==> config.mk <==
export PLATFORM = sky130hd
export DESIGN_NAME = rabs_regs
export DESIGN_NICKNAME = d
export VERILOG_FILES = /design/src/design/running_average_background_subtract_assert.svh /design/src/design/rabs_pkg.sv /design/src/design/rabs_regs.sv
export SDC_FILE = /design/constraint.sdc
export NUM_CORES = 1
export LEC_CHECK = 0
export BUFFER_PORTS_ARGS = -buffer_cell sky130_fd_sc_hd__buf_2
export CAP_MARGIN = 20
export CORE_MARGIN = 10
export CORE_UTILIZATION = 40
export CTS_CLUSTER_DIAMETER = 200
export DETAILED_ROUTE_END_ITERATION = 8
export HOLD_SLACK_MARGIN = 0.08
export PLACE_DENSITY = 0.81
export SYNTH_ARGS = -nofsm -noshare
export SYNTH_HDL_FRONTEND = slang
export SYNTH_SLANG_ARGS = --single-unit
==> constraint.sdc <==
create_clock -name clk -period 1.05 [get_ports clk]
set_input_delay 0.1575 -clock clk [delete_from_list [all_inputs] [get_ports clk]]
set_output_delay 0.1575 -clock clk [all_outputs]
set_load 0.01 [all_outputs]
==> src/design/running_average_background_subtract_assert.svh <==
// Assertion shorthands for the background subtractor.
// Both expect clk and rst_n to be visible where they are used.
`ifndef RUNNING_AVERAGE_BACKGROUND_SUBTRACT_ASSERT_SVH
`define RUNNING_AVERAGE_BACKGROUND_SUBTRACT_ASSERT_SVH

// Condition must hold at every clock edge outside reset
`define RABS_ASSERT_ALWAYS(label, cond) \
    label: assert property (@(posedge clk) disable iff (!rst_n) (cond)) \
        else $error("rabs: invariant violated");

// Consequent must hold in the same cycle as the antecedent
`define RABS_ASSERT_IMPLY(label, ante, cons) \
    label: assert property (@(posedge clk) disable iff (!rst_n) (ante) |-> (cons)) \
        else $error("rabs: implication violated");

`endif

==> src/design/rabs_pkg.sv <==
package rabs_pkg;

    // Input item codes
    typedef enum logic [1:0] {
        MODE_PIXEL = 2'd0,
        MODE_TICK  = 2'd1,
        MODE_LEARN = 2'd2
    } rabs_mode_t;

    // Configuration register indexes
    typedef enum logic [1:0] {
        REG_LEARN_RATE     = 2'd0,
        REG_TRACK_DARK     = 2'd1,
        REG_RELEARN_PERIOD = 2'd2
    } rabs_reg_t;

    // Register reset values
    localparam logic [9:0]  LEARN_RATE_RST = 10'd400;
    localparam logic [14:0] PERIOD_RST     = 15'd2200;

    // Saturation limit of the millisecond counter
    localparam logic [14:0] ELAPSED_MAX = 15'h7FFF;

    // Update weights are in thousandths
    localparam logic [9:0]  RATE_FULL  = 10'd1000;
    localparam logic [25:0] ROUND_HALF = 26'd500;

    // Blend numerator is below 2^26; divide by 1000 via floor(2^36/1000)
    localparam int          NUM_W          = 26;
    localparam int          RECIP1000_W    = 27;
    localparam int          DIV1000_SHIFT  = 36;
    localparam logic [26:0] DIV1000_MUL    = 27'd68719476;

    // round(bg/257) = floor((bg+128)/257), via ceil(2^24/257)
    localparam int          DIV257_SHIFT = 24;
    localparam logic [15:0] DIV257_MUL   = 16'd65281;
    localparam logic [16:0] BG8_BIAS     = 17'd128;

    typedef struct packed {
        logic [1:0] mode;
        logic [7:0] pixel;
        logic       frame_start;
    } rabs_in_t;

    typedef struct packed {
        logic [7:0] difference;
        logic       learned_frame;
    } rabs_out_t;

    typedef struct packed {
        logic [9:0]  learn_rate;
        logic        track_dark;
        logic [14:0] relearn_period_ms;
    } rabs_cfg_t;

    // Pixel handed from the frame control to the update pipeline
    typedef struct packed {
        logic       valid;
        logic       learn;
        logic [7:0] pixel;
    } rabs_issue_t;

    // Pipeline status seen by the frame control
    typedef struct packed {
        logic space;
        logic conflict;
    } rabs_pipe_status_t;

endpackage

==> src/design/rabs_regs.sv <==
module rabs_regs (
    input  logic                clk,
    input  logic                rst_n,
    input  logic                psel,
    input  logic                penable,
    input  logic                pwrite,
    input  logic [3:0]          paddr,
    input  logic [31:0]         pwdata,
    output logic [31:0]         prdata,
    output logic                pready,
    output rabs_pkg::rabs_cfg_t cfg
);

    rabs_pkg::rabs_cfg_t cfg_reg;
    rabs_pkg::rabs_cfg_t cfg_next;
    logic [1:0]          reg_idx;
    logic                wr_en;

    assign pready  = 1'b1;
    assign reg_idx = paddr[3:2];
    assign wr_en   = psel && penable && pwrite;
    assign cfg     = cfg_reg;

    // Decode the write transfer
    always_comb
    begin
        cfg_next = cfg_reg;
        if (wr_en)
        begin
            unique case (reg_idx)
                rabs_pkg::REG_LEARN_RATE:     cfg_next.learn_rate        = pwdata[9:0];
                rabs_pkg::REG_TRACK_DARK:     cfg_next.track_dark        = pwdata[0];
                rabs_pkg::REG_RELEARN_PERIOD: cfg_next.relearn_period_ms = pwdata[14:0];
                default:                      cfg_next = cfg_reg;
            endcase
        end
    end

    always_ff @(posedge clk or negedge rst_n)
    begin
        if (!rst_n)
        begin
            cfg_reg.learn_rate        <= rabs_pkg::LEARN_RATE_RST;
            cfg_reg.track_dark        <= 1'b0;
            cfg_reg.relearn_period_ms <= rabs_pkg::PERIOD_RST;
        end
        else
        begin
            cfg_reg <= cfg_next;
        end
    end

    // Read back
    always_comb
    begin
        unique case (reg_idx)
            rabs_pkg::REG_LEARN_RATE:     prdata = 32'(cfg_reg.learn_rate);
            rabs_pkg::REG_TRACK_DARK:     prdata = 32'(cfg_reg.track_dark);
            rabs_pkg::REG_RELEARN_PERIOD: prdata = 32'(cfg_reg.relearn_period_ms);
            default:                      prdata = 32'd0;
        endcase
    end

endmodule

==> results of run 1 <==
==> path summary, 6_finish.rpt <==
path	from	end	slack (ns)	cells after the start
min reg2reg	cfg[21]	cfg[21]	0.55	1
min	pwdata[0]	cfg[0]	0.10	2
max in group asynchronous	rst_n	cfg[24]	0.36	3
max	cfg[7]	prdata[7]	-0.31	3
min in group asynchronous	rst_n	cfg[14]	0.23	2
max reg2reg	cfg[24]	cfg[24]	0.10	3
==> kinds of logic after synthesis <==
group | count (synthesis) | synth area share (%)
simple gates | 20 | 9.56
buf+inv | 23 | 12.9
mux | 36 | 28.6
compound gates | 1 | 0.364
other cells | 2 | 0.547
flops | 26 | 48.0
==> per-stage QoR <==
step / hold WS (ns) / TNS [ns] / cell area, um^2 / util, %
floorplan: -0.138 / -3.19 / 1500 / -
global placement: 0.0472 / -3.96 / 1770 / 53.1
detailed placement: 0.0500 / -5.04 / 1770 / 53.1
CTS: 0.0803 / -4.88 / 2190 / 65.5
global route: 0.0907 / -6.90 / 2290 / 68.5
finish: 0.102 / -5.03 / 2290 / 68.5
==> routing by layer <==
metal	up-vias	part of all wire [%]	wire length, um	global-route usage [%]
met2	57	49	2100	22.7
li1	542	-	-	-
met4	0	0.44	19	1.61
met5	-	0	0	0
met3	4	12	497	7.06
met1	530	39	1680	14.8
==> worst register-to-register path: cells and delay by family (launching register included) <==
kind	cells	cell delay, ns
DFF	1	0.39
buffers and inverters	2	0.23
muxes	1	0.27
==> final cells by class <==
cell class | instances | area (um^2)
fill | 238 | 1050
sequential | 26 | 659
multi-input combinational | 75 | 638
timing repair buffer | 109 | 896
tap | 46 | 57.6
clock buffer | 4 | 36.3
==> power breakdown <==
group / switching, W / internal (W) / total (W)
clock network: 0.000291 / 0.000212 / 0.000503
logic: 0.000675 / 0.00109 / 0.00177
registers: 0.000179 / 0.00128 / 0.00146
total: 0.00115 / 0.00258 / 0.00373
==> timing repair <==
action,in CTS,in global routing
setup buffers,19,4
endpoints found under the hold margin,32,3
gates cloned,0,0
resized for setup,24,14
hold buffers,11,3
setup endpoints to repair,31,41
pin swaps,0,1
==> cell usage in the layout (no fill, tap or decap), types with 3 or more instances in the layout <==
cell type | synthesis | routed
mux2_2 | 26 | 15
clkbuf_4 | 0 | 3
buf_2 | 1 | 44
dlygate4sd3_1 | 0 | 14
and2_1 | 5 | 5
buf_6 | 0 | 34
mux2_4 | 0 | 11
conb_1 | 2 | 18
mux2i_1 | 10 | 10
dfrtp_1 | 19 | 19
dfstp_2 | 7 | 7
buf_4 | 18 | 15
nor2_1 | 9 | 9
==> out/results.tsv, run 1 <==
stage	metric	value	unit
synth	most frequent cell after synthesis	mux2_2	
critical_path	worst-path fanout max	2	
route	via density per instance	4.36	
grt	total grt overflow	0	
floorplan	Rows	21	
floorplan	DIE WIDTH	78.6	um
grt	initial antenna violation count	0	
placed_design	Placed Cells	220	
cells_and_area	Antenna Cells	0	
route	DRC viols	0	
synth	post-synthesis sequential area ratio	48.0	%
grt	Total GRT Usage	13.3	%
cells_and_area	NumNets Final	256	
power	Pleak	1.18	nW
critical_path	CP Capture Type	output port	
synth	Async SR Flop Fraction	100	%
clock_tree	CTS H-Tree Depth	1	
placed_design	dpl ws	-0.244	ns
sta	Setup Skew	0	ns
cells_and_area	max reg flops	26	
synth	number of synthesized flops with an enable pin	0	
run	Max-Cap Viols	0	
synth	Post-synth top cells	26 x mux2_2, 19 x dfrtp_1, 18 x buf_4, 10 x mux2i_1, 9 x nor2_1	
critical_path	Crit Path Class	flip-flop to output port	
clock_tree	CTS buffer count	3	
power	Final Power	0.00373	W
route	Initial DRT Pass Iterations	3	
critical_path	CP Data Required Time	0.89	ns
critical_path	CP Buf/Inv Count	1	
placed_design	Routability Congestion	0.682	
hold_path	Worst Hold Class	input pin to flip-flop	
synth	Area contributors post-synth	dfrtp_1 35%, mux2_2 21%, dfstp_2 13%	
synth	post-synthesis cell type count	20	
clock_tree	CTS max path bufs	2	
floorplan	Core Footprint	3340	um^2
critical_path	Slowest-stage cell, CP	dfstp_2	
synth	share of the synthesized area in the top cell type	34.6	%
floorplan	die area	6180	um^2
grt	largest net degree at the start of global routing	17	
clock_tree	CTS tree	built	
synth	post-synthesis sequential element count	26	
floorplan	Starting Density	41.2	%
sta	fin crit period	1.36	ns
cells_and_area	area grow syn2layout	66.5	%
clock_tree	root buffer selected by CTS	clkbuf_4	
power	PwrDens	1630	nW/um^2
outcome	violated checks	negative setup slack	
sta	endpoints failing hold	0	
floorplan	IO Pins	100	
sta	Max Clk Rate	735	MHz
route	iteration-0 DRC count of the detailed router	33	
synth	Synth area leader	dfrtp_1	
synth	Cell Area, Synth	1370	um^2
critical_path	Worst Path Arrival	1.20	ns
power	VDD IR max	0.00106	V
grt	vias in the first global route	1285	
sta	fin crit share	130	%
cells_and_area	layout cell share with drive strength beyond 1	63.1	%
route	WL/cell	16.5	um
placed_design	# port buffers	62	
floorplan	Die H	78.6	um
critical_path	worst-path cell chain	mux2i_1 -> nor2_1 -> buf_2	
placed_design	hpwl dp	2920	um
outcome	status	complete, but fails checks	
route	ANT nets after route	0	
critical_path	CP top delay family	flip-flops	
sta	final worst slack	-0.311	ns
synth	Synth Instances	108	
sta	RSZ-0062 raised after global routing	true	
sta	count of final setup violators	33	
synth	Avg Cell Area, Syn	12.7	um^2
clock_tree	Clk Latency, worst-skew pair	0.31	ns
critical_path	Startpoint Class	flip-flop	
clock_tree	Sink Count	26	
synth	yosys synthesis warning count	0	
clock_tree	Reg clk slew, reported paths	0.14	ns
cells_and_area	final cell count without fillers	260	
grt	first-pass GRT wire length	6800	um
synth	Top FF cell, synth	dfrtp_1	
critical_path	largest stage delay on the critical path	0.58	ns
route	DRT Wirelength	4300	um
sta	Slew Viols, Final	0	
route	routed via count	1133	
No activity file was read; power rests on OpenSTA's default activity.
==> inputs of run 2 (changes only) <==
Settings changed: CORE_ASPECT_RATIO set to 1.1.
==> out/results.tsv, run 2 (same netlist as run 1, synthesis figures left out) <==
stage	metric	value	unit	change
outcome	status	complete, but fails checks		
outcome	violated checks	negative setup slack		
clock_tree	Clk Latency, worst-skew pair	0.30	ns	about the same
route	DRT Wirelength	4300	um	+0.12%
power	power share of the sequential group	38.2	%	-0.9 points
cells_and_area	most common cell after layout, fill and taps aside	buf_2		
hold_path	hold worst-path end	cfg[18]		
power	Comb pwr share	44.2	%	-3.2 points
cells_and_area	max reg flops	26		unchanged
grt	Total GRT Usage	13.3	%	-0.023 points
critical_path	CP Data Required Time	0.89	ns	about the same
cells_and_area	most frequent cells in the layout	40 x buf_2, 35 x buf_6, 19 x dfrtp_1, 18 x conb_1, 17 x buf_4		
grt	largest net degree at the start of global routing	27		+10
floorplan	Core Footprint	3330	um^2	-0.19%
grt	total grt overflow	0		unchanged
power	VDD IR max	0.00105	V	-1.2%
critical_path	Crit Path Class	flip-flop to output port		
critical_path	Worst R2R Setup Slack	0.13	ns	+0.03 ns
critical_path	Reg2Reg Capture Point	cfg[9]		
grt	vias in the first global route	1278		-0.54%
placed_design	hpwl dp	2770	um	-5.0%
cells_and_area	Final Instance Area	2320	um^2	+1.4%
cells_and_area	area grow syn2layout	68.9	%	
cells_and_area	NumNets Final	255		-0.39%
route	Metal-1 WL	1590	um	-5.0%
power	Clk pwr share	17.6	%	+4.1 points
clock_tree	root buffer selected by CTS	clkbuf_4		
clock_tree	CTS H-Tree Depth	1		unchanged
floorplan	IO Pins	100		unchanged
sta	TNS Setup	-4.93	ns	+0.0958 ns
critical_path	Startpoint Class	flip-flop		
floorplan	DIE WIDTH	75.9	um	-3.5%
cells_and_area	Antenna Cells	0		unchanged
floorplan	Die H	81.5	um	+3.6%
route	WL/cell	16.5	um	-0.27%
cells_and_area	layout cell share with drive strength beyond 1	64.3	%	+1.2 points
clock_tree	CTS max path bufs	2		unchanged
route	ANT nets after route	0		unchanged
sta	RSZ-0062 raised after global routing	true		
power	Pint	0.00272	W	+5.3%
critical_path	CP Capture Type	output port		
clock_tree	Sink Count	26		unchanged
sta	fin crit share	128	%	-1.7 points
sta	Setup Skew	0	ns	unchanged
critical_path	worst setup path startpoint	cfg[4]		
floorplan	Starting Density	41.2	%	+0.077 points
route	via density per instance	4.35		-0.12%
critical_path	Reg2Reg Launch Point	cfg[9]		
power	Switching Share	29.3	%	-1.4 points
cells_and_area	# fillers	230		-3.4%
route	routed via count	1136		+0.26%
hold_path	worst hold stages	2		unchanged
route	WL met3	536	um	+7.8%
placed_design	Routability Congestion	0.702		+2.9%
clock_tree	CTS tree	built		
sta	fin crit period	1.34	ns	-0.0176 ns
critical_path	r2r worst-path depth	2		-1
placed_design	# port buffers	62		unchanged
critical_path	Worst Path Arrival	1.19	ns	about the same
run	Max-Cap Viols	0		unchanged
sta	final worst slack	-0.293	ns	+0.0176 ns
clock_tree	Reg clk slew, reported paths	0.15	ns	about the same
grt	initial antenna violation count	0		unchanged
critical_path	worst-path fanout max	2		unchanged
clock_tree	CTS buffer count	3		unchanged
route	iteration-0 DRC count of the detailed router	9		-73%
sta	Max Clk Rate	744	MHz	+1.3%
sta	count of final setup violators	35		+6.1%
placed_design	post-placement cell area	1810	um^2	+1.8%
sta	endpoints failing hold	0		unchanged
hold_path	Worst Hold Class	input pin to flip-flop		
route	DRC viols	0		unchanged
power	PwrDens	1660	nW/um^2	+1.8%
route	Initial DRT Pass Iterations	4		+1
route	routed wl met2	2160	um	+2.7%
power	Net Switching	0.00113	W	-1.3%
route	DR top layer	met4		
floorplan	die area	6180	um^2	about the same
floorplan	Rows	22		+4.8%
sta	Slew Viols, Final	0		unchanged
grt	first-pass GRT wire length	6410	um	-5.7%
hold_path	Hold Path Origin	pwdata[2]		
power	Pleak	1.19	nW	+0.74%
[run 2: how the worst max path moves through the flow]
stage / endpoint / slack [ns] / cells past startpoint
floorplan: cfg[10] / -0.17 / 4
global placement: cfg[0] / -0.23 / 5
detailed placement: cfg[1] / -0.27 / 5
CTS: prdata[4] / -0.27 / 3
global route: prdata[4] / -0.42 / 3
finish: prdata[4] / -0.29 / 3
[run 2: per-layer routing]
| layer | up-vias | global-route usage, % |
|---|---|---|
| met2 | 58 | 23.6 |
| met1 | 538 | 14.7 |
| met5 | - | 0 |
| li1 | 538 | - |
| met3 | 2 | 5.31 |
| met4 | 0 | 2.23 |
[run 2: repair_timing]
item,in CTS,in global routing
hold buffers,12,2
endpoints found under the setup margin,31,41
endpoints found under the hold margin,39,2
gates resized for setup,23,17
buffers inserted,15,3
pin swaps,3,3
[run 2: final cells by class]
type | count | area, um^2 | area share [%]
Timing Repair Buffer | 108 | 902 | 38.9
Sequential cell | 26 | 659 | 28.4
Multi-Input combinational cell | 75 | 646 | 27.8
Tap cell | 48 | 60.1 | 2.59
Clock inverter | 1 | 30.0 | 1.29
Clock buffer | 3 | 22.5 | 0.971
[run 2: critical path: stages (launching register included)]
cell	delay [ns]
dfstp_2	0.57
mux2i_1	0.07
nor2_1	0.09
buf_2	0.14
[run 2: through the flow]
step | power [W] | utilization (%) | setup WS [ns] | instances | hold WS, ns
floorplan | 0.00210 | - | -0.168 | 124 | -0.138
finish | 0.00385 | 69.6 | -0.293 | 261 | 0.106
CTS | 0.00368 | 66.4 | -0.273 | 257 | 0.0813
global placement | 0.00252 | 54.2 | -0.232 | 226 | 0.111
detailed placement | 0.00253 | 54.2 | -0.273 | 226 | 0.118
global route | 0.00408 | 69.6 | -0.423 | 261 | 0.0902
[run 2: power by group through the flow]
stage	sequential (W)	clock (W)	combinational, W
floorplan	0.00157	0	0.000528
global placement	0.00147	0	0.00105
detailed placement	0.00146	0	0.00107
CTS	0.00144	0.000684	0.00155
global route	0.00150	0.000742	0.00184
finish	0.00147	0.000680	0.00170
