===== src/design/running_average_background_subtract_assert.svh =====
// Assertion shorthands for the background subtractor.
// Both expect clk and rst_n to be visible where they are used.
`ifndef RUNNING_AVERAGE_BACKGROUND_SUBTRACT_ASSERT_SVH
`define RUNNING_AVERAGE_BACKGROUND_SUBTRACT_ASSERT_SVH

// Condition must hold at every clock edge outside reset
`define RABS_ASSERT_ALWAYS(label, cond) \
    label: assert property (@(posedge clk) disable iff (!rst_n) (cond)) \
        else $error("rabs: invariant violated");

// Consequent must hold in the same cycle as the antecedent
`define RABS_ASSERT_IMPLY(label, ante, cons) \
    label: assert property (@(posedge clk) disable iff (!rst_n) (ante) |-> (cons)) \
        else $error("rabs: implication violated");

`endif


===== src/design/rabs_pkg.sv =====
package rabs_pkg;

    // Input item codes
    typedef enum logic [1:0] {
        MODE_PIXEL = 2'd0,
        MODE_TICK  = 2'd1,
        MODE_LEARN = 2'd2
    } rabs_mode_t;

    // Configuration register indexes
    typedef enum logic [1:0] {
        REG_LEARN_RATE     = 2'd0,
        REG_TRACK_DARK     = 2'd1,
        REG_RELEARN_PERIOD = 2'd2
    } rabs_reg_t;

    // Register reset values
    localparam logic [9:0]  LEARN_RATE_RST = 10'd400;
    localparam logic [14:0] PERIOD_RST     = 15'd2200;

    // Saturation limit of the millisecond counter
    localparam logic [14:0] ELAPSED_MAX = 15'h7FFF;

    // Update weights are in thousandths
    localparam logic [9:0]  RATE_FULL  = 10'd1000;
    localparam logic [25:0] ROUND_HALF = 26'd500;

    // Blend numerator is below 2^26; divide by 1000 via floor(2^36/1000)
    localparam int          NUM_W          = 26;
    localparam int          RECIP1000_W    = 27;
    localparam int          DIV1000_SHIFT  = 36;
    localparam logic [26:0] DIV1000_MUL    = 27'd68719476;

    // round(bg/257) = floor((bg+128)/257), via ceil(2^24/257)
    localparam int          DIV257_SHIFT = 24;
    localparam logic [15:0] DIV257_MUL   = 16'd65281;
    localparam logic [16:0] BG8_BIAS     = 17'd128;

    typedef struct packed {
        logic [1:0] mode;
        logic [7:0] pixel;
        logic       frame_start;
    } rabs_in_t;

    typedef struct packed {
        logic [7:0] difference;
        logic       learned_frame;
    } rabs_out_t;

    typedef struct packed {
        logic [9:0]  learn_rate;
        logic        track_dark;
        logic [14:0] relearn_period_ms;
    } rabs_cfg_t;

    // Pixel handed from the frame control to the update pipeline
    typedef struct packed {
        logic       valid;
        logic       learn;
        logic [7:0] pixel;
    } rabs_issue_t;

    // Pipeline status seen by the frame control
    typedef struct packed {
        logic space;
        logic conflict;
    } rabs_pipe_status_t;

endpackage


===== src/design/rabs_stream_if.sv =====
interface rabs_stream_if #(
    parameter type payload_t = rabs_pkg::rabs_in_t
);
    logic     valid;
    logic     ready;
    payload_t payload;

    modport source (output valid, output payload, input ready);
    modport sink   (input valid, input payload, output ready);
endinterface


===== src/design/rabs_ctrl.sv =====
module rabs_ctrl #(
    parameter int FRAME_PIXELS = 65536,
    parameter int ADDR_W       = 16
) (
    input  logic                        clk,
    input  logic                        rst_n,
    rabs_stream_if.sink                 stream,
    input  rabs_pkg::rabs_cfg_t         cfg,
    input  rabs_pkg::rabs_pipe_status_t status,
    output rabs_pkg::rabs_issue_t       issue,
    output logic [ADDR_W-1:0]           slot_pos
);

    localparam logic [ADDR_W:0] FRAME_LIMIT = (ADDR_W+1)'(FRAME_PIXELS);

    logic [14:0]       elapsed_reg, elapsed_next;
    logic              pending_reg, pending_next;
    logic              learning_reg, learning_next;
    logic              bvalid_reg, bvalid_next;
    logic [ADDR_W-1:0] pos_reg, pos_next;

    logic              is_pixel;
    logic              start;
    logic              relearn;
    logic              learn_eff;
    logic              bvalid_eff;
    logic              fire;
    logic [ADDR_W:0]   pos_inc;

    assign is_pixel = (stream.payload.mode == rabs_pkg::MODE_PIXEL);
    assign start    = stream.payload.frame_start;
    assign relearn  = pending_reg || (elapsed_reg > cfg.relearn_period_ms);

    // Position and learn decision as this pixel sees them
    assign slot_pos   = start ? '0 : pos_reg;
    assign learn_eff  = start ? relearn : learning_reg;
    assign bvalid_eff = bvalid_reg || (start && relearn);
    assign pos_inc    = {1'b0, slot_pos} + (ADDR_W+1)'(1);

    // Hold a pixel whose background word is still in flight
    assign stream.ready = status.space && !(is_pixel && status.conflict);
    assign fire         = stream.valid && stream.ready;

    // Hand the pixel to the update pipeline once a background exists
    assign issue.valid = fire && is_pixel && bvalid_eff;
    assign issue.learn = learn_eff;
    assign issue.pixel = stream.payload.pixel;

    // Advance frame state on each transfer
    always_comb
    begin
        elapsed_next  = elapsed_reg;
        pending_next  = pending_reg;
        learning_next = learning_reg;
        bvalid_next   = bvalid_reg;
        pos_next      = pos_reg;
        if (fire)
        begin
            unique case (stream.payload.mode)
                rabs_pkg::MODE_TICK:
                begin
                    if (elapsed_reg != rabs_pkg::ELAPSED_MAX)
                        elapsed_next = elapsed_reg + 15'd1;
                end
                rabs_pkg::MODE_LEARN:
                begin
                    pending_next = 1'b1;
                end
                rabs_pkg::MODE_PIXEL:
                begin
                    if (start)
                    begin
                        learning_next = relearn;
                        if (relearn)
                        begin
                            pending_next = 1'b0;
                            elapsed_next = '0;
                            bvalid_next  = 1'b1;
                        end
                    end
                    pos_next = (pos_inc >= FRAME_LIMIT) ? '0 : pos_inc[ADDR_W-1:0];
                end
                default:
                begin
                    pos_next = pos_reg;
                end
            endcase
        end
    end

    always_ff @(posedge clk or negedge rst_n)
    begin
        if (!rst_n)
        begin
            elapsed_reg  <= '0;
            pending_reg  <= 1'b0;
            learning_reg <= 1'b0;
            bvalid_reg   <= 1'b0;
            pos_reg      <= '0;
        end
        else
        begin
            elapsed_reg  <= elapsed_next;
            pending_reg  <= pending_next;
            learning_reg <= learning_next;
            bvalid_reg   <= bvalid_next;
            pos_reg      <= pos_next;
        end
    end

endmodule


===== src/flat_wrapper.sv =====
// flat-port wrapper written by rule: the top's interface ports become plain ports
module rabs_ctrl_flat 
#(
    parameter int FRAME_PIXELS = 65536,
    parameter int ADDR_W       = 16
)
  (clk, rst_n, cfg, status, issue, slot_pos, stream_valid, stream_payload, stream_ready);
  rabs_stream_if stream_i ();
  input  logic clk;
  input  logic rst_n;
  input  rabs_pkg::rabs_cfg_t cfg;
  input  rabs_pkg::rabs_pipe_status_t status;
  output rabs_pkg::rabs_issue_t issue;
  output logic [ADDR_W-1:0] slot_pos;
  input wire logic [$bits(stream_i.valid)-1:0] stream_valid;
  input wire logic [$bits(stream_i.payload)-1:0] stream_payload;
  output wire logic [$bits(stream_i.ready)-1:0] stream_ready;
  assign stream_i.valid = stream_valid;
  assign stream_i.payload = stream_payload;
  assign stream_ready = stream_i.ready;
  rabs_ctrl #(.FRAME_PIXELS(FRAME_PIXELS), .ADDR_W(ADDR_W)) u_core (.clk(clk), .rst_n(rst_n), .stream(stream_i), .cfg(cfg), .status(status), .issue(issue), .slot_pos(slot_pos));
endmodule

===== config.mk =====
export PLATFORM = sky130hd
export DESIGN_NAME = rabs_ctrl_flat
export DESIGN_NICKNAME = d
export VERILOG_FILES = /design/src/design/running_average_background_subtract_assert.svh /design/src/design/rabs_pkg.sv /design/src/design/rabs_stream_if.sv /design/src/design/rabs_ctrl.sv /design/src/flat_wrapper.sv
export SDC_FILE = /design/constraint.sdc
export NUM_CORES = 1
export LEC_CHECK = 0
export BUFFER_PORTS_ARGS = -buffer_cell sky130_fd_sc_hd__buf_2
export CORE_MARGIN = 2
export CORE_UTILIZATION = 57
export DETAILED_ROUTE_END_ITERATION = 16
export GPL_TIMING_DRIVEN = 0
export HOLD_SLACK_MARGIN = 0.05
export PLACE_DENSITY = 0.86
export SLEW_MARGIN = 20
export SYNTH_ARGS = -nofsm -noshare
export SYNTH_HDL_FRONTEND = slang
export SYNTH_SLANG_ARGS = --single-unit

===== constraint.sdc =====
create_clock -name clk -period 5.3 [get_ports clk]
set_clock_uncertainty 0.2 [all_clocks]
set_input_delay 1.06 -clock clk [delete_from_list [all_inputs] [get_ports clk]]
set_output_delay 1.06 -clock clk [all_outputs]
set_load 0.05 [all_outputs]

==> results of run 1 <==
-- how the worst max path moves through the flow --
stage                                  from                  to  slack [ns]
after floorplan           stream_payload[0]  u_core.pos_reg[12]        0.91
after global placement    stream_payload[0]   u_core.pos_reg[6]        0.95
after detailed placement  stream_payload[0]   u_core.pos_reg[4]        0.93
after CTS                           cfg[13]            issue[8]        0.94
after global routing                cfg[10]            issue[8]        0.90
final                               cfg[13]            issue[8]        1.00
-- layout make-up --
class	count	area, µm²	share of cell area, %
buffer	18	119	4.09
clock buffer	8	110	3.79
inverter	19	71.3	2.45
multi-input combinational	225	1450	49.9
sequential	34	851	29.3
tap	52	65.1	2.24
timing repair buffer	48	240	8.27
-- kinds of logic after synthesis --
group                      share of synthesized area [%]
adders and majority gates                           8.54
buffers and inverters                               7.63
DFF                                                 34.2
xor gates and xnor gates                           0.703
and+or+nand+nor                                     26.7
muxes                                               1.26
AOI/OAI and AO/OA                                   21.0
-- routing by layer --
metal  vias up  GRT usage, %  wire length (µm)  part of all wire (%)
met5         -             0                 0                     0
met4         0          8.97                95                   1.6
met1      1122          30.6              2510                    43
met3        10          5.92               307                   5.2
met2        83          43.3              2950                    50
li1       1174             -                 -                     -
-- stage by stage --
stage          power [mW]  utilization (%)
2_1_floorplan       0.418                -
3_3_place_gp        0.459             65.1
3_5_place_dp        0.465             65.1
4_1_cts             0.693             67.7
5_1_grt             0.729             67.7
6_report            0.688             67.7
-- report_power, final --
group          leakage, nW  total (mW)  internal, mW  switching, mW
Combinational        0.927       0.157        0.0652         0.0916
Clock               0.0575       0.227         0.131         0.0960
Sequential           0.416       0.304         0.278         0.0254
-- tightest hold or removal path, stage by stage, from the launching register on --
cell and delay (ns):
dfrtp_1 0.35, inv_1 0.04, nand2_1 0.05
-- placed cells by master, fill, tap and decap left out, types with 3 or more instances in the layout --
cell / Yosys / layout
buf_2: 2 / 50
o31ai_1: 4 / 4
and3_1: 7 / 7
clkbuf_8: 0 / 8
nand4_1: 7 / 7
ha_1: 17 / 17
clkbuf_1: 4 / 4
o21ai_0: 23 / 23
nor3_1: 6 / 6
nor2_1: 12 / 12
a22o_1: 6 / 6
nor2b_1: 20 / 20
buf_4: 9 / 9
a31oi_1: 5 / 5
or3_1: 4 / 4
dfrtp_1: 34 / 34
nand3b_1: 4 / 4
o41ai_1: 4 / 4
a21o_1: 5 / 5
nand2_1: 38 / 38
a21oi_1: 14 / 14
inv_1: 19 / 19
or4_1: 3 / 3
nand3_1: 13 / 13
==> metrics.md, run 1 <==
| Metric | Value |
|---|---|
| Status | completed |
| Setup Buffers After CTS | 0 |
| Mean routed wirelength per cell | 14.5 µm |
| Max FFs per register | 16 |
| Worst setup SP type | input port |
| Post-synthesis area per instance | 8.42 µm² |
| Setup crit end kind | primary output |
| CTS Sinks | 34 |
| Post-synth top area cell | dfrtp_1 |
| Post-synthesis register bit count | 34 |
| FP Rows | 24 |
| Crit Path Class | input port to primary output |
| Critical path, cell by cell | buf_2, inv_1, ha_1, a21oi_1, a21boi_0, a2111oi_0, a21oi_1, a21o_1, buf_4, buf_2 |
| Vias post-DR | 2389 |
| Cell Pwr Density | 237 nW/µm² |
| DR vias/cell | 5.91 |
| Number of synthesized flops with an enable pin | 0 |
| Detailed Place HPWL | 4.39 mm |
| DRC | 0 |
| Core Area | 4290 µm² |
| Register-to-register setup slack | 2.38 ns |
| RSZ-0062 raised after global routing | no |
| Final hold violation count | 0 |
| CTS Buffer Depth | 2 |
| Die Width | 70.1 µm |
| Vias in the first global route | 2262 |
| Ports | 69 |
| Nets | 410 |
| CP Max Fanout | 6 |
| Net Count, Synth | 355 |
| # fillers | 369 |
| Max_cap viols | 0 |
| Gpl congestion | 0.840 |
| Total grt overflow | 0 |
| Top cell type's share of synthesized area | 34.2% |
| WHS Endpoint | u_core.bvalid_reg |
| Fmax | 0.233 GHz |
| Ys async rst share | 100% |
| Post_cts resized | 0 |
| Antenna Nets Post-Route | 0 |
| R2R depth | 8 |
| Yosys warns | 0 |
| CP delay by family, top | compound AO/OA/AOI/OAI gates |
| Die Ht | 70.1 µm |
| WL final | 5.86 mm |
| Relative slew margins | 48.7% |
| Max-slew violation count | 0 |
| Final setup fails | 0 |
| Slowest cell on crit path | a2111oi_0 |
| WHS Path Cells | 2 |
| Fin Setup TNS | 0 ns |
| Antenna violations before repair | 0 |
| Post-route insts no fill | 404 |
| Critical Path AT | 3.04 ns |
| Worst-margin pin slew | 0.770 ns |
| Hold WS | 0.273 ns |
| Min Tclk post-route | 4.30 ns |
| Largest stage delay, worst path | 0.49 ns |
| Post-synthesis cell area | 2490 µm² |
| Hold Startpoint | u_core.bvalid_reg |
| Total Routing Usage GR | 25.1% |
| Final instance area | 2910 µm² |
| # hold bufs at CTS | 0 |
| Max VDD drop | 0.157 mV |
| Layout area overhead | 16.7% |
| Sequential cell area fraction in the yosys report | 34.2% |
| Initial Util | 58.0% |
| Total die area | 4920 µm² |
| Clk slew on worst S/H paths | 0.07 ns |
| Ant diodes | 0 |
| Share of cells above drive strength 1 | 21.9% |
| Global-route wire length before repair | 9.92 mm |
| CP Buf/Inv Count | 4 |
| Clock Latency Late Sink | 0.29 ns |
| Final period util | 81.1% |
| Predominant post-synthesis flop cell | dfrtp_1 |
| Largest net degree at the start of global routing | 35 |
| Fin worst setup slack | 1.00 ns |
| Required time of the critical path | 4.04 ns |
| Reg-to-Reg End | u_core.elapsed_reg[0] |
| Pre-CTS setup slack | 0.926 ns |
| Lkg Pwr | 1.40 nW |
| Cell area after placement | 2800 µm² |
| Buffers on Ports | 48 |
| H-tree levels | 2 |
| Synth cell types | 51 |
| Drt first pass iters | 5 |
| Synth cell count leaders | nand2_1, dfrtp_1, o21ai_0, nor2b_1, inv_1 |
| R2r startpoint | u_core.elapsed_reg[13] |
| Cell count after synthesis | 296 |
| Hold Crit Class | flop to flop |
| Cts bufs inserted | 5 |
| Crit path depth | 10 |
| Root buf cell | clkbuf_8 |
| Dpl cells | 396 |
| Most frequent cell after synthesis | nand2_1 |
| Top cells by area, synth | dfrtp_1, ha_1, nand2_1 |
| TritonCTS clock tree | yes |
| DRT iter0 DRCs | 165 |
Power figures use the tool's default switching activity.
==> run 2: changes to the inputs <==
Settings changed: CORE_UTILIZATION 57 to 53, PLACE_DENSITY 0.86 to 0.81.
Clock period 5.3 ns to 4.2 ns, I/O delays scaled along.
==> run 2 against run 1 <==
  * Power grew 22%
  * Clock power grew 14%
  * Final area shrank 0.65%
  * Critical path type is now input port to flop
  * Routed wire length grew 1.9%
  * Die area grew 7.1%
  * Sequential power grew 26%
  * First-iteration DRC count is the same
  * Core utilization shrank 2.7 points
  * Combinational power grew 25%
  * Critical endpoint is now u_core.pos_reg[2]
  * Largest cell class unchanged
  * Cell count is the same
  * Critical path depth grew 1
  * Via count grew 0.96%
==> metrics.md, run 2 (synthesis results as in run 1) <==
| Metric | Value |
|---|---|
| Commonest non-fill, non-tap cell in the layout | buf_2 |
| Root buf cell | clkbuf_8 |
| TritonCTS clock tree | yes |
| Ports | 69 |
| Gpl congestion | 0.812 |
| Die Width | 72.6 µm |
| Clk slew on worst S/H paths | 0.07 ns |
| Min Tclk post-route | 3.99 ns |
| Final setup fails | 0 |
| DRT iter0 DRCs | 165 |
| Core Area | 4440 µm² |
| Nets | 410 |
| Crit Path Class | input port to flop |
| Total die area | 5260 µm² |
| Cts bufs inserted | 5 |
| Max VDD drop | 0.191 mV |
| Most frequent cells in the layout | buf_2, nand2_1, dfrtp_1, o21ai_0, nor2b_1 |
| Antenna violations before repair | 0 |
| Clock Latency Late Sink | 0.30 ns |
| CP Max Fanout | 10 |
| Max-slew violation count | 0 |
| Setup crit end kind | flop |
| Detailed Place HPWL | 4.39 mm |
| Fmax | 0.250 GHz |
| CP delay by family, top | buffers and inverters |
| Max_cap viols | 0 |
| Vias post-DR | 2412 |
| Worst-margin pin slew | 0.794 ns |
| Finished Core Util | 65.0% |
| Share of cells above drive strength 1 | 21.6% |
| Total Routing Usage GR | 24.4% |
| H-tree levels | 2 |
| Post_cts resized | 0 |
| Largest net degree at the start of global routing | 35 |
| Antenna Nets Post-Route | 0 |
| Die Ht | 72.6 µm |
| Final hold violation count | 0 |
| Lkg Pwr | 1.39 nW |
| Critical path, cell by cell | buf_2, clkbuf_1, buf_1, clkbuf_1, nor2b_1, ha_1, nand3b_1, or4_1, clkbuf_1, o21ai_0, o21ai_0 |
| Fin Setup TNS | 0 ns |
| Mean routed wirelength per cell | 14.8 µm |
| Required time of the critical path | 4.14 ns |
| Relative slew margins | 46.5% |
| Global-route wire length before repair | 10.1 mm |
| Initial Util | 56.1% |
| Critical Path AT | 3.93 ns |
| CP Buf/Inv Count | 5 |
| WL final | 5.98 mm |
| DRC | 0 |
| Buffers on Ports | 48 |
| FP Rows | 24 |
| Slowest cell on crit path | o21ai_0 |
| Layout area overhead | 15.9% |
| CTS Buffer Depth | 2 |
| Largest stage delay, worst path | 0.69 ns |
| Drt first pass iters | 7 |
| Max FFs per register | 16 |
| # hold bufs at CTS | 0 |
| Cell mode on critical path | clkbuf_1 |
| CTS Sinks | 34 |
| RSZ-0062 raised after global routing | no |
| Total grt overflow | 0 |
| Setup Buffers After CTS | 0 |
| Final period util | 95.1% |
| Status | completed |
| Worst setup SP type | input port |
| Cell Pwr Density | 290 nW/µm² |
| DR vias/cell | 5.97 |
| Vias in the first global route | 2260 |
| Hold Crit Class | flop to flop |
| Ant diodes | 0 |
## run 2: cell count changes in the layout (fill, tap and decap cells not counted), sizes merged
cell	previous run	this run
clkinv	0	1
clkbuf	12	11
## run 2: stage by stage
stage / instances / setup WS (ns) / hold slack [ns] / power (mW) / instance area, µm²
final: 404 / 0.208 / 0.267 / 0.836 / 2890
after CTS: 404 / 0.200 / 0.267 / 0.839 / 2890
after detailed placement: 396 / -0.0752 / 0.249 / 0.585 / 2800
after floorplan: 296 / 0.0259 / 0.227 / 0.528 / 2490
after global routing: 404 / 0.00168 / 0.319 / 0.880 / 2890
after global placement: 396 / 0.0783 / 0.244 / 0.580 / 2800
## run 2: worst paths after layout
path	startpoint	to	cells after the start	slack, ns
hold reg to reg	u_core.bvalid_reg	u_core.bvalid_reg	2	0.27
min in group asynchronous	rst_n	u_core.elapsed_reg[7]	1	0.42
setup reg to reg	u_core.elapsed_reg[10]	u_core.elapsed_reg[0]	8	1.28
setup / recovery	stream_payload[0]	u_core.pos_reg[2]	11	0.21
max in group asynchronous	rst_n	u_core.pending_reg	1	2.89
hold / removal	u_core.bvalid_reg	u_core.bvalid_reg	2	0.27
## run 2: area by class of cell
type | count | area, µm²
plain buffers | 18 | 119
clock buffers | 7 | 86.3
clock inverters | 1 | 5.00
fillers | 401 | 1560
inverters | 19 | 71.3
multi-input cells | 225 | 1450
flip-flops and latches | 34 | 851
well taps | 52 | 65.1
repair buffers | 48 | 240
## run 2: worst min-delay path: cells and delay by family, from the launching register on
| family | cells | cell delay (ns) |
|---|---|---|
| flip-flops | 1 | 0.35 |
| buffers and inverters | 1 | 0.04 |
| AND/OR/NAND/NOR | 1 | 0.04 |
## run 2: power breakdown
| part | switching (mW) | total (mW) | internal (mW) |
|---|---|---|---|
| registers | 0.0308 | 0.382 | 0.351 |
| logic | 0.114 | 0.196 | 0.0814 |
| clock network | 0.126 | 0.258 | 0.132 |
| total | 0.271 | 0.836 | 0.565 |
## run 2: per-layer routing
metal / part of all wire, % / wire [µm] / track usage, %
met5: 0 / 0 / 0
met2: 49 / 2920 / 41.1
met1: 43 / 2570 / 30.5
met3: 6.2 / 373 / 4.17
met4: 1.9 / 115 / 11.3
